`config.mk`:
```
export PLATFORM = sky130hd
export DESIGN_NAME = json_string_unescape_core
export DESIGN_NICKNAME = d
export VERILOG_FILES = /design/src/rtl/jsu_pkg.sv /design/src/rtl/jsu_decoder.sv /design/src/rtl/jsu_run_buf.sv /design/src/rtl/json_string_unescape_core.sv
export SDC_FILE = /design/constraint.sdc
export NUM_CORES = 1
export LEC_CHECK = 0
export ABC_AREA = 1
export BUFFER_PORTS_ARGS = -buffer_cell sky130_fd_sc_hd__buf_2
export CAP_MARGIN = 25
export CELL_PAD_IN_SITES_DETAIL_PLACEMENT = 0
export CELL_PAD_IN_SITES_GLOBAL_PLACEMENT = 2
export CORE_MARGIN = 8
export CORE_UTILIZATION = 34
export DETAILED_ROUTE_END_ITERATION = 12
export PLACE_DENSITY_LB_ADDON = 0.1
export SYNTH_ARGS = -nofsm -noshare
export SYNTH_HDL_FRONTEND = slang
export SYNTH_HIERARCHICAL = 1
export SYNTH_SLANG_ARGS = --single-unit
```
`constraint.sdc`:
```
create_clock -name i_clk -period 6.25 [get_ports i_clk]
set_input_delay 0 -clock i_clk [delete_from_list [all_inputs] [get_ports i_clk]]
set_output_delay 0 -clock i_clk [all_outputs]
set_load 0.03 [all_outputs]
```
`src/rtl/jsu_pkg.sv`:
```
package jsu_pkg;

    // Result status codes
    typedef enum logic [1:0] {
        ST_BUSY      = 2'd0,
        ST_COMPLETE  = 2'd1,
        ST_NO_QUOTE  = 2'd2,
        ST_EARLY_END = 2'd3
    } t_status;

    // Most result words one input word can cause (3 UTF-8 bytes + status)
    localparam int unsigned RUN_DEPTH = 4;
    localparam int unsigned RUN_IDX_W = $clog2(RUN_DEPTH);
    localparam int unsigned RUN_CNT_W = $clog2(RUN_DEPTH + 1);

    // UTF-8 encoding constants
    localparam logic [7:0]  C_LEAD2     = 8'hC0;
    localparam logic [7:0]  C_LEAD3     = 8'hE0;
    localparam logic [7:0]  C_CONT      = 8'h80;
    localparam logic [5:0]  C_LOW6_MASK = 6'h3F;
    localparam logic [15:0] C_ONE_LIM   = 16'h0080;
    localparam logic [15:0] C_TWO_LIM   = 16'h0800;

    // One result word
    typedef struct packed {
        logic [7:0] data;
        logic       byte_valid;
        t_status    status;
        logic       last;
    } t_res;

    // All result words caused by one input word
    typedef struct packed {
        t_res [RUN_DEPTH-1:0] res;
        logic [RUN_CNT_W-1:0] cnt;
    } t_run;

endpackage

```
`src/rtl/jsu_decoder.sv`:
```
module jsu_decoder
    import jsu_pkg::*;
(
    input  logic       i_clk,
    input  logic       i_rst_n,
    input  logic       i_adv,
    input  logic [7:0] i_byte,
    input  logic       i_eot,
    output t_run       o_run
);

    typedef enum logic [4:0] {
        PH_SEEK = 5'b00001,
        PH_BODY = 5'b00010,
        PH_ESC  = 5'b00100,
        PH_HEX  = 5'b01000,
        PH_DONE = 5'b10000
    } t_phase;

    localparam logic [7:0] CH_QUOTE = 8'h22;
    localparam logic [7:0] CH_BSL   = 8'h5C;
    localparam logic [7:0] CH_SPACE = 8'h20;
    localparam logic [7:0] CH_TAB   = 8'h09;
    localparam logic [7:0] CH_LF    = 8'h0A;
    localparam logic [7:0] CH_CR    = 8'h0D;
    localparam logic [7:0] CH_BS    = 8'h08;
    localparam logic [7:0] CH_FF    = 8'h0C;
    localparam logic [7:0] CH_N     = 8'h6E;
    localparam logic [7:0] CH_T     = 8'h74;
    localparam logic [7:0] CH_R     = 8'h72;
    localparam logic [7:0] CH_B     = 8'h62;
    localparam logic [7:0] CH_F     = 8'h66;
    localparam logic [7:0] CH_U     = 8'h75;

    t_phase      r_phase, n_phase;
    logic [15:0] r_hex, n_hex;
    logic [1:0]  r_seen, n_seen;
    logic        r_stop, n_stop;

    logic [4:0]  w_digit;
    logic [15:0] w_code;
    t_run        w_run;

    // hex digit lookup: {valid, value}
    function automatic logic [4:0] hex_digit(input logic [7:0] b);
        logic [4:0] r;
        r = 5'd0;
        if (b >= 8'h30 && b <= 8'h39)      r = {1'b1, 4'(b - 8'h30)};
        else if (b >= 8'h61 && b <= 8'h66) r = {1'b1, 4'(b - 8'h57)};
        else if (b >= 8'h41 && b <= 8'h46) r = {1'b1, 4'(b - 8'h37)};
        return r;
    endfunction

    function automatic t_res mk(input logic [7:0] d, input logic v, input t_status s);
        t_res e;
        e.data       = d;
        e.byte_valid = v;
        e.status     = s;
        e.last       = 1'b0;
        return e;
    endfunction

    function automatic t_run push(input t_run r, input t_res e);
        t_run q;
        q = r;
        q.res[r.cnt[RUN_IDX_W-1:0]] = e;
        q.cnt = r.cnt + RUN_CNT_W'(1);
        return q;
    endfunction

    assign w_digit = hex_digit(i_byte);

    // decode one word: next state and its result words
    always_comb begin
        n_phase = r_phase;
        n_hex   = r_hex;
        n_seen  = r_seen;
        n_stop  = r_stop;
        w_run   = '0;
        w_code  = r_hex;

        unique case (r_phase)
            PH_SEEK: begin
                if (i_byte == CH_QUOTE) begin
                    n_phase = PH_BODY;
                end else if (i_byte == CH_SPACE || i_byte == CH_TAB ||
                             i_byte == CH_LF || i_byte == CH_CR) begin
                    if (i_eot) begin
                        w_run   = push(w_run, mk(8'd0, 1'b0, ST_NO_QUOTE));
                        n_phase = PH_DONE;
                    end
                end else begin
                    w_run   = push(w_run, mk(8'd0, 1'b0, ST_NO_QUOTE));
                    n_phase = PH_DONE;
                end
            end
            PH_BODY: begin
                if (i_byte == CH_QUOTE) begin
                    w_run   = push(w_run, mk(8'd0, 1'b0, ST_COMPLETE));
                    n_phase = PH_DONE;
                end else if (i_byte == CH_BSL) begin
                    n_phase = PH_ESC;
                end else begin
                    w_run = push(w_run, mk(i_byte, 1'b1, ST_BUSY));
                end
            end
            PH_ESC: begin
                n_phase = PH_BODY;
                case (i_byte)
                    CH_N:    w_run = push(w_run, mk(CH_LF, 1'b1, ST_BUSY));
                    CH_T:    w_run = push(w_run, mk(CH_TAB, 1'b1, ST_BUSY));
                    CH_R:    w_run = push(w_run, mk(CH_CR, 1'b1, ST_BUSY));
                    CH_B:    w_run = push(w_run, mk(CH_BS, 1'b1, ST_BUSY));
                    CH_F:    w_run = push(w_run, mk(CH_FF, 1'b1, ST_BUSY));
                    CH_U: begin
                        n_phase = PH_HEX;
                        n_hex   = '0;
                        n_seen  = '0;
                        n_stop  = 1'b0;
                    end
                    default: w_run = push(w_run, mk(i_byte, 1'b1, ST_BUSY));
                endcase
            end
            PH_HEX: begin
                // digits after the first non-hex byte add nothing
                if (!r_stop && w_digit[4]) begin
                    w_code = {r_hex[11:0], w_digit[3:0]};
                end else begin
                    n_stop = 1'b1;
                end
                n_hex = w_code;
                if (r_seen == 2'd3) begin
                    if (w_code < C_ONE_LIM) begin
                        w_run = push(w_run, mk(w_code[7:0], 1'b1, ST_BUSY));
                    end else if (w_code < C_TWO_LIM) begin
                        w_run = push(w_run, mk(C_LEAD2 | {3'd0, w_code[10:6]},
                                               1'b1, ST_BUSY));
                        w_run = push(w_run, mk(C_CONT | {2'd0, w_code[5:0] & C_LOW6_MASK},
                                               1'b1, ST_BUSY));
                    end else begin
                        w_run = push(w_run, mk(C_LEAD3 | {4'd0, w_code[15:12]},
                                               1'b1, ST_BUSY));
                        w_run = push(w_run, mk(C_CONT | {2'd0, w_code[11:6] & C_LOW6_MASK},
                                               1'b1, ST_BUSY));
                        w_run = push(w_run, mk(C_CONT | {2'd0, w_code[5:0] & C_LOW6_MASK},
                                               1'b1, ST_BUSY));
                    end
                    n_phase = PH_BODY;
                    n_hex   = '0;
                    n_seen  = '0;
                    n_stop  = 1'b0;
                end else begin
                    n_seen = r_seen + 2'd1;
                end
            end
            default: begin
                // finished: swallow everything
                n_phase = PH_DONE;
            end
        endcase

        // text ended before the string closed
        if (r_phase != PH_DONE && i_eot && n_phase != PH_DONE) begin
            w_run   = push(w_run, mk(8'd0, 1'b0, ST_EARLY_END));
            n_phase = PH_DONE;
        end

        if (w_run.cnt != '0) begin
            w_run.res[RUN_IDX_W'(w_run.cnt - RUN_CNT_W'(1))].last = 1'b1;
        end
    end

    assign o_run = w_run;

    // parser state
    always_ff @(posedge i_clk) begin
        if (!i_rst_n) begin
            r_phase <= PH_SEEK;
            r_hex   <= '0;
            r_seen  <= '0;
            r_stop  <= 1'b0;
        end else if (i_adv) begin
            r_phase <= n_phase;
            r_hex   <= n_hex;
            r_seen  <= n_seen;
            r_stop  <= n_stop;
        end
    end

endmodule

```
`src/rtl/jsu_run_buf.sv`:
```
module jsu_run_buf
    import jsu_pkg::*;
(
    input  logic i_clk,
    input  logic i_rst_n,
    input  logic i_load,
    input  t_run i_run,
    input  logic i_take,
    output logic o_valid,
    output logic o_last_pending,
    output t_res o_res
);

    t_res [RUN_DEPTH-1:0] r_buf;
    logic [RUN_IDX_W-1:0] r_head;
    logic [RUN_CNT_W-1:0] r_left;

    assign o_valid        = (r_left != '0);
    assign o_last_pending = (r_left == RUN_CNT_W'(1));
    assign o_res          = r_buf[r_head];

    // words left in the current run
    always_ff @(posedge i_clk) begin
        if (!i_rst_n) begin
            r_head <= '0;
            r_left <= '0;
        end else if (i_load) begin
            r_head <= '0;
            r_left <= i_run.cnt;
        end else if (i_take && o_valid) begin
            r_head <= r_head + RUN_IDX_W'(1);
            r_left <= r_left - RUN_CNT_W'(1);
        end
    end

    // run payload
    always_ff @(posedge i_clk) begin
        if (i_load) begin
            r_buf <= i_run.res;
        end
    end

endmodule

```
`src/rtl/json_string_unescape_core.sv`:
```
// Channel | Direction | Handshake                  | Payload
// in      | input     | i_in_valid / o_in_ready    | i_in_byte, i_end_of_text
// out     | output    | o_out_valid / i_out_ready  | o_out_byte, o_byte_valid,
//         |           |                            | o_status, o_last_of_run
//
// One input word per cycle while the run buffer can take its run; each word
// gives 0 to 4 output words, sent one per cycle from a run buffer while i_out_ready.
// A word is held in the input register, then decoded into the run buffer.
// The run buffer loads a new run when it is empty or its last word leaves.
// Reset (synchronous, active low) returns to seeking the opening quote.
module json_string_unescape_core
    import jsu_pkg::*;
(
    input  logic       i_clk,
    input  logic       i_rst_n,
    input  logic       i_in_valid,
    output logic       o_in_ready,
    input  logic [7:0] i_in_byte,
    input  logic       i_end_of_text,
    output logic       o_out_valid,
    input  logic       i_out_ready,
    output logic [7:0] o_out_byte,
    output logic       o_byte_valid,
    output logic [1:0] o_status,
    output logic       o_last_of_run
);

    logic       r_iv;
    logic [7:0] r_in_byte;
    logic       r_in_eot;

    logic w_adv;
    logic w_buf_valid;
    logic w_buf_last;
    t_run w_run;
    t_res w_res;

    // decode the held word once the run buffer frees up
    assign w_adv      = r_iv && (!w_buf_valid || (w_buf_last && i_out_ready));
    assign o_in_ready = !r_iv || w_adv;

    // input register
    always_ff @(posedge i_clk) begin
        if (!i_rst_n) begin
            r_iv <= 1'b0;
        end else if (o_in_ready) begin
            r_iv <= i_in_valid;
        end
    end

    always_ff @(posedge i_clk) begin
        if (o_in_ready && i_in_valid) begin
            r_in_byte <= i_in_byte;
            r_in_eot  <= i_end_of_text;
        end
    end

    jsu_decoder u_dec (
        .i_clk   (i_clk),
        .i_rst_n (i_rst_n),
        .i_adv   (w_adv),
        .i_byte  (r_in_byte),
        .i_eot   (r_in_eot),
        .o_run   (w_run)
    );

    jsu_run_buf u_buf (
        .i_clk          (i_clk),
        .i_rst_n        (i_rst_n),
        .i_load         (w_adv),
        .i_run          (w_run),
        .i_take         (i_out_ready),
        .o_valid        (w_buf_valid),
        .o_last_pending (w_buf_last),
        .o_res          (w_res)
    );

    assign o_out_valid   = w_buf_valid;
    assign o_out_byte    = w_res.data;
    assign o_byte_valid  = w_res.byte_valid;
    assign o_status      = w_res.status;
    assign o_last_of_run = w_res.last;

endmodule

```
==> impl_metrics.yaml, run 1 <==
clock_tree:
  clkSinkCount: 87
  cts_buffers: 9
  post_cts_resize_count: 0
  clockBufferDepth: 2
  cts_tree: "done"
  root_buffer: "clkbuf_16"
  clock_latency_ns: 0.35
  hold_buffers: 12
  cts_max_level: 3
  post_cts_buffers: 0
  clk_pin_slew_worst_paths_ns: 0.07
yosys:
  yosysSeqAreaShare: 0.440
  ys_ff_latch: 87
  netlist_instances: 651
  syn-cell-area_um2: 5250
  syn_area_per_cell_um2: 8.07
  yosysWarnings: 6
  ys_types: 47
sta:
  setup_violations: 0
  setup_slack_ns: 2.73
  clock_skew_ns: 0.0114
  tightest_slew_ns: 0.927
  hold_viol: 0
  maxSlewViolCount: 0
  setup-tns-final_ns: 0
  rsz0062_at_grt: "no"
  slew_headroom: 0.379
  fin_crit_ns: 3.52
  fin_crit_sh: 0.563
  max_freq_mhz: 284
detailed_routing:
  num_vias: 4160
  routed_via_density: 4.78
  drt_wl_total_mm: 13.0
  drcViolationCount: 0
  detail-route-antenna-nets: 0
  drt-pass1-iter-count: 4
  drt_first_iter_violations: 299
  wire_per_inst_um: 15.0
floorplan:
  coreArea_um2: 15100
  core.rowCount: 45
  dieArea_um2: 19700
  initial_core_util: 0.347
  pin_count: 27
  die_w_um: 140
  die_y_um: 140
critical_path:
  start_kind: "flip-flop"
  cp.arrival_ns: 3.75
  path_max_fanout: 25
  worst-setup-path-type: "flip-flop to flip-flop"
  critPathLaunch: "r_in_byte[1]"
  cp.required_ns: 6.48
  timing.rr.start: "r_in_byte[1]"
  setup.worst_path.end_class: "flip-flop"
power:
  leakagePower_uw: 0.00247
  intPower_uw: 1350
  power_density_nw_per_um2: 354
  ir_drop_mv: 0.116
  power_frac_seq: 0.365
  comb_power_share: 0.311
  p_sw_uw: 743
  p_sw_frac: 0.356
  p_clk_frac: 0.325
  power_uw: 2090
finish:
  fin_cells: 870
  final_cell_mix: "146 x nand2_1, 72 x inv_1, 62 x nor2_1"
  finish.utilization: 0.390
  layout-drive-gt1-share: 0.158
  nFillCells: 1558
  nets: 703
  multiInputGateArea_um2: 2390
  antenna_cells_inserted: 0
  regArea_um2: 2310
  final_common_cell: "nand2_1"
  area_delta_synth_final_pct: 12.6
placement:
  dp.cells: 842
  dp_hpwl_mm: 9.69
  gp_congestion: 0.797
  dp_slack_ns: 2.73
  port_buffers: 26
status:
  status: "finished clean"
grt:
  antenna_found_initial: 0
  grt_pass1_wl_mm: 21.0
  grt_use_total: 0.135
  grt_pass1_vias: 4013
  grt_max_degree: 59
  overflow: 0
run:
  maxCapViolCount: 0
hold_path:
  hp-class: "input port to flip-flop"
  worstHoldStart: "i_out_ready"
-- cell type report --
type / count / area share
Multi-Input combinational cell: 452 / 0.404
Sequential cell: 87 / 0.391
Clock buffer: 9 / 0.0381
Timing Repair Buffer: 40 / 0.0449
Clock inverter: 7 / 0.0256
Tap cell: 188 / 0.0398
Inverter: 87 / 0.0565
-- Yosys cell counts (all sizes together) --
| master | n | area (µm²) |
|---|---|---|
| nand2 | 167 | 742 |
| inv | 86 | 330 |
| nor2 | 78 | 353 |
| edfxtp | 57 | 1710 |
| nand3 | 48 | 283 |
| o21ai | 47 | 246 |
| a21oi | 33 | 169 |
| buf | 31 | 251 |
| dfxtp | 30 | 601 |
| ha | 13 | 163 |
| o22ai | 12 | 75.1 |
| nand4 | 10 | 62.6 |
| nor3 | 7 | 35.0 |
| nand3b | 5 | 37.5 |
| clkbuf | 4 | 15.0 |
| a21boi | 3 | 33.8 |
| a31oi | 3 | 18.8 |
| o211ai | 3 | 22.5 |
| o21a | 3 | 22.5 |
| a21o | 1 | 7.51 |
| a22oi | 1 | 7.51 |
| a32oi | 1 | 8.76 |
| and3 | 1 | 6.26 |
| clkinv | 1 | 3.75 |
| conb | 1 | 3.75 |
| nor4 | 1 | 6.26 |
| o211a | 1 | 10.0 |
| o31ai | 1 | 7.51 |
| o41ai | 1 | 8.76 |
| xor2 | 1 | 8.76 |
-- per-stage QoR --
stage	area [µm²]	hold WS [ns]
after global placement	5410	0.178
after global routing	5910	0.0558
after CTS	5910	0.0211
after floorplan	5290	0.0989
final	5910	0.0389
after detailed placement	5410	0.178
-- worst paths after layout --
check	slack, ns	end	depth (start not counted)
worst max-delay path	2.73	u_buf/r_left[1]	24
worst min-delay path	0.04	u_buf/r_left[2]	4
worst max register to register	2.73	u_buf/r_left[1]	24
worst min register to register	0.48	u_dec/r_seen[1]	2
-- logic make-up (layout without fill, tap and decap cells) --
group                      count (synthesis)  in the layout  synth area share
DFF                                       87             87             0.440
AOI/OAI and AO/OA                        110            110             0.122
adders and majority gates                 13             13            0.0310
xor gates and xnor gates                   1              1           0.00167
buffers and inverters                    122            143             0.114
other                                      1             11          0.000714
and+or+nand+nor                          317            317             0.290
-- flip-flops by register name, indices dropped and copies added, names as in the netlist --
name           flops
u_dec/r_seen       2
r_in_eot           1
u_dec/r_hex       16
r_iv               1
u_buf/r_left       3
u_dec/r_stop       1
u_dec/r_phase      5
r_in_byte          8
u_buf/r_head       2
u_buf/r_buf       48
-- power by group through the flow --
stage	clock network [µW]	registers, µW	logic, µW
floorplan	0	769	519
global placement	0	777	648
detailed placement	0	777	654
CTS	702	764	662
global route	718	774	734
finish	678	762	650
-- worst max-delay path: stages (launching register included) --
cell	delay, ns
edfxtp_1	0.46
inv_1	0.17
ha_1	0.20
inv_1	0.08
nand3_1	0.11
nand3_2	0.14
nand2_8	0.16
nand2_8	0.15
nand2_1	0.13
nand2_2	0.09
inv_2	0.07
nand2_2	0.06
nor2_4	0.27
o21ai_2	0.12
nand2_2	0.10
nand2_2	0.09
inv_1	0.11
ha_1	0.23
inv_1	0.07
nand2_1	0.07
a21boi_1	0.16
nand2_1	0.10
o21ai_0	0.10
nand2_1	0.10
a21oi_1	0.06
-- metal layers --
metal	global-route usage	vias to the layer above	share of wire
li1	-	2170	-
met1	0.178	1909	0.50
met2	0.217	70	0.46
met3	0.0224	11	0.030
met4	0.0543	0	0.017
met5	0	-	0
Note: power is estimated with default switching activity, not from simulation.
==> run 2, diff against run 1 <==
--- a/config.mk
+++ b/config.mk
@@ -11,7 +11,7 @@
 export CELL_PAD_IN_SITES_DETAIL_PLACEMENT = 0
 export CELL_PAD_IN_SITES_GLOBAL_PLACEMENT = 2
 export CORE_MARGIN = 8
-export CORE_UTILIZATION = 34
+export CORE_UTILIZATION = 38
 export DETAILED_ROUTE_END_ITERATION = 12
 export PLACE_DENSITY_LB_ADDON = 0.1
 export SYNTH_ARGS = -nofsm -noshare
==> constraint.sdc (replaced) <==
create_clock -name i_clk -period 3.6 [get_ports i_clk]
set_input_delay 0 -clock i_clk [delete_from_list [all_inputs] [get_ports i_clk]]
set_output_delay 0 -clock i_clk [all_outputs]
set_load 0.03 [all_outputs]
==> impl_metrics.yaml, run 2 (synthesis results as in run 1) <==
clock_tree:
  clkSinkCount: 87
  cts_max_level: 3
  cts_tree: "done"
  clock_latency_ns: 0.34
  cts_buffers: 9
  clockBufferDepth: 2
  clk_pin_slew_worst_paths_ns: 0.07
  root_buffer: "clkbuf_16"
grt:
  grt_pass1_vias: 3970
  overflow: 0
  grt_use_total: 0.144
  grt_max_degree: 58
  grt_pass1_wl_mm: 20.4
  antenna_found_initial: 0
sta:
  rsz0062_at_grt: "no"
  hold_viol: 0
  maxSlewViolCount: 0
  tightest_slew_ns: 0.915
  holdWs_ns: 0.0436
  slew_headroom: 0.389
  max_freq_mhz: 312
  fin_crit_sh: 0.891
  clock_skew_ns: 0.0104
  fin_crit_ns: 3.21
  setup_violations: 0
  setup-tns-final_ns: 0
floorplan:
  die_y_um: 134
  core.rowCount: 43
  pin_count: 27
  die_w_um: 134
  dieArea_um2: 17800
  coreArea_um2: 13700
  initial_core_util: 0.384
finish:
  nFillCells: 1401
  reg.largest.list: "u_buf/r_buf (48), u_dec/r_hex (16), r_in_byte (8)"
  nets: 710
  fin_cells: 869
  final_cell_mix: "146 x nand2_1, 71 x inv_1, 62 x nor2_1"
  final_common_cell: "nand2_1"
  layout-drive-gt1-share: 0.164
  area_delta_synth_final_pct: 11.3
  multiInputGateArea_um2: 2400
  regArea_um2: 2310
  regMostFlops: "u_buf/r_buf"
  largest_reg_flops: 48
  antenna_cells_inserted: 0
  post-route-cell-area_um2: 5850
placement:
  port_buffers: 26
  dp_hpwl_mm: 9.52
  dp.cells: 835
  dpl-instance-area_um2: 5410
  gp_congestion: 0.841
detailed_routing:
  detail-route-antenna-nets: 0
  wl_met1_mm: 6.13
  drcViolationCount: 0
  wire_per_inst_um: 14.5
  drt_first_iter_violations: 335
  top_layer_used: "met4"
  met3_length_um: 442
  num_vias: 4203
  drt-pass1-iter-count: 5
  wl_met2_mm: 5.84
  drt_wl_total_mm: 12.6
  routed_via_density: 4.84
hold_path:
  hp-class: "input port to flip-flop"
  worstHoldStart: "i_out_ready"
status:
  status: "finished clean"
critical_path:
  worst-setup-path-type: "flip-flop to flip-flop"
  cp.required_ns: 3.87
  timing.rr.start: "r_in_byte[0]"
  critPathLaunch: "r_in_byte[0]"
  setup.worst_path.end_class: "flip-flop"
  start_kind: "flip-flop"
  cp.arrival_ns: 3.48
  path_max_fanout: 18
power:
  ir_drop_mv: 0.249
  power_density_nw_per_um2: 566
  leakagePower_uw: 0.00245
  power_uw: 3310
run:
  maxCapViolCount: 0
run 2: path summary, 6_finish.rpt:
check,depth (start not counted),endpoint,slack [ns]
max,22,u_buf/r_left[1],0.39
min reg2reg,2,u_dec/r_seen[1],0.47
min,4,u_buf/r_left[1],0.04
max reg2reg,22,u_buf/r_left[1],0.39
run 2: metrics by stage:
stage               setup slack, ns  utilization
floorplan                     0.562            -
global placement              0.369        0.396
detailed placement            0.269        0.396
CTS                           0.228        0.424
global route                 0.0231        0.428
finish                        0.392        0.428
run 2: routing by layer:
| metal | up-vias | global-route usage |
|---|---|---|
| li1 | 2193 | - |
| met1 | 1929 | 0.193 |
| met2 | 69 | 0.227 |
| met3 | 12 | 0.0226 |
| met4 | 0 | 0.0543 |
| met5 | - | 0 |
run 2: critical path, cell delays in order, from the launching register on:
cell and delay (ns):
edfxtp_1 0.44, inv_1 0.13, ha_1 0.23, nand2_1 0.08, nand3_2 0.08, nand2_4 0.13
nand2_8 0.12, nand2_8 0.14, nand2_1 0.07, nand2_1 0.09, nand3_1 0.13, o21ai_2 0.19
nand2_2 0.09, nand2_2 0.11, inv_1 0.08, ha_1 0.28, inv_1 0.05, nand2_1 0.08
a21boi_1 0.21, nand2_1 0.10, o21ai_0 0.11, nand2_1 0.07, a21oi_1 0.11
run 2: repair_timing:
action                     CTS  global route
hold buffers                12             0
buffers inserted             0             5
setup endpoints to repair    0             2
gates resized for setup      0             1
hold endpoints to repair    12             0
run 2: report_power, final:
group	switching [µW]	leakage (µW)	internal, µW
registers	93.3	0.000785	1260
logic	776	0.00153	329
clock network	387	0.000128	466
run 2: final cells by class:
cell class,instances,share of cell area
Sequential cell,87,0.395
Timing Repair Buffer,46,0.0531
Multi-Input combinational cell,453,0.410
Clock buffer,10,0.0392
Tap cell,180,0.0385
Clock inverter,6,0.00642
Inverter,87,0.0571
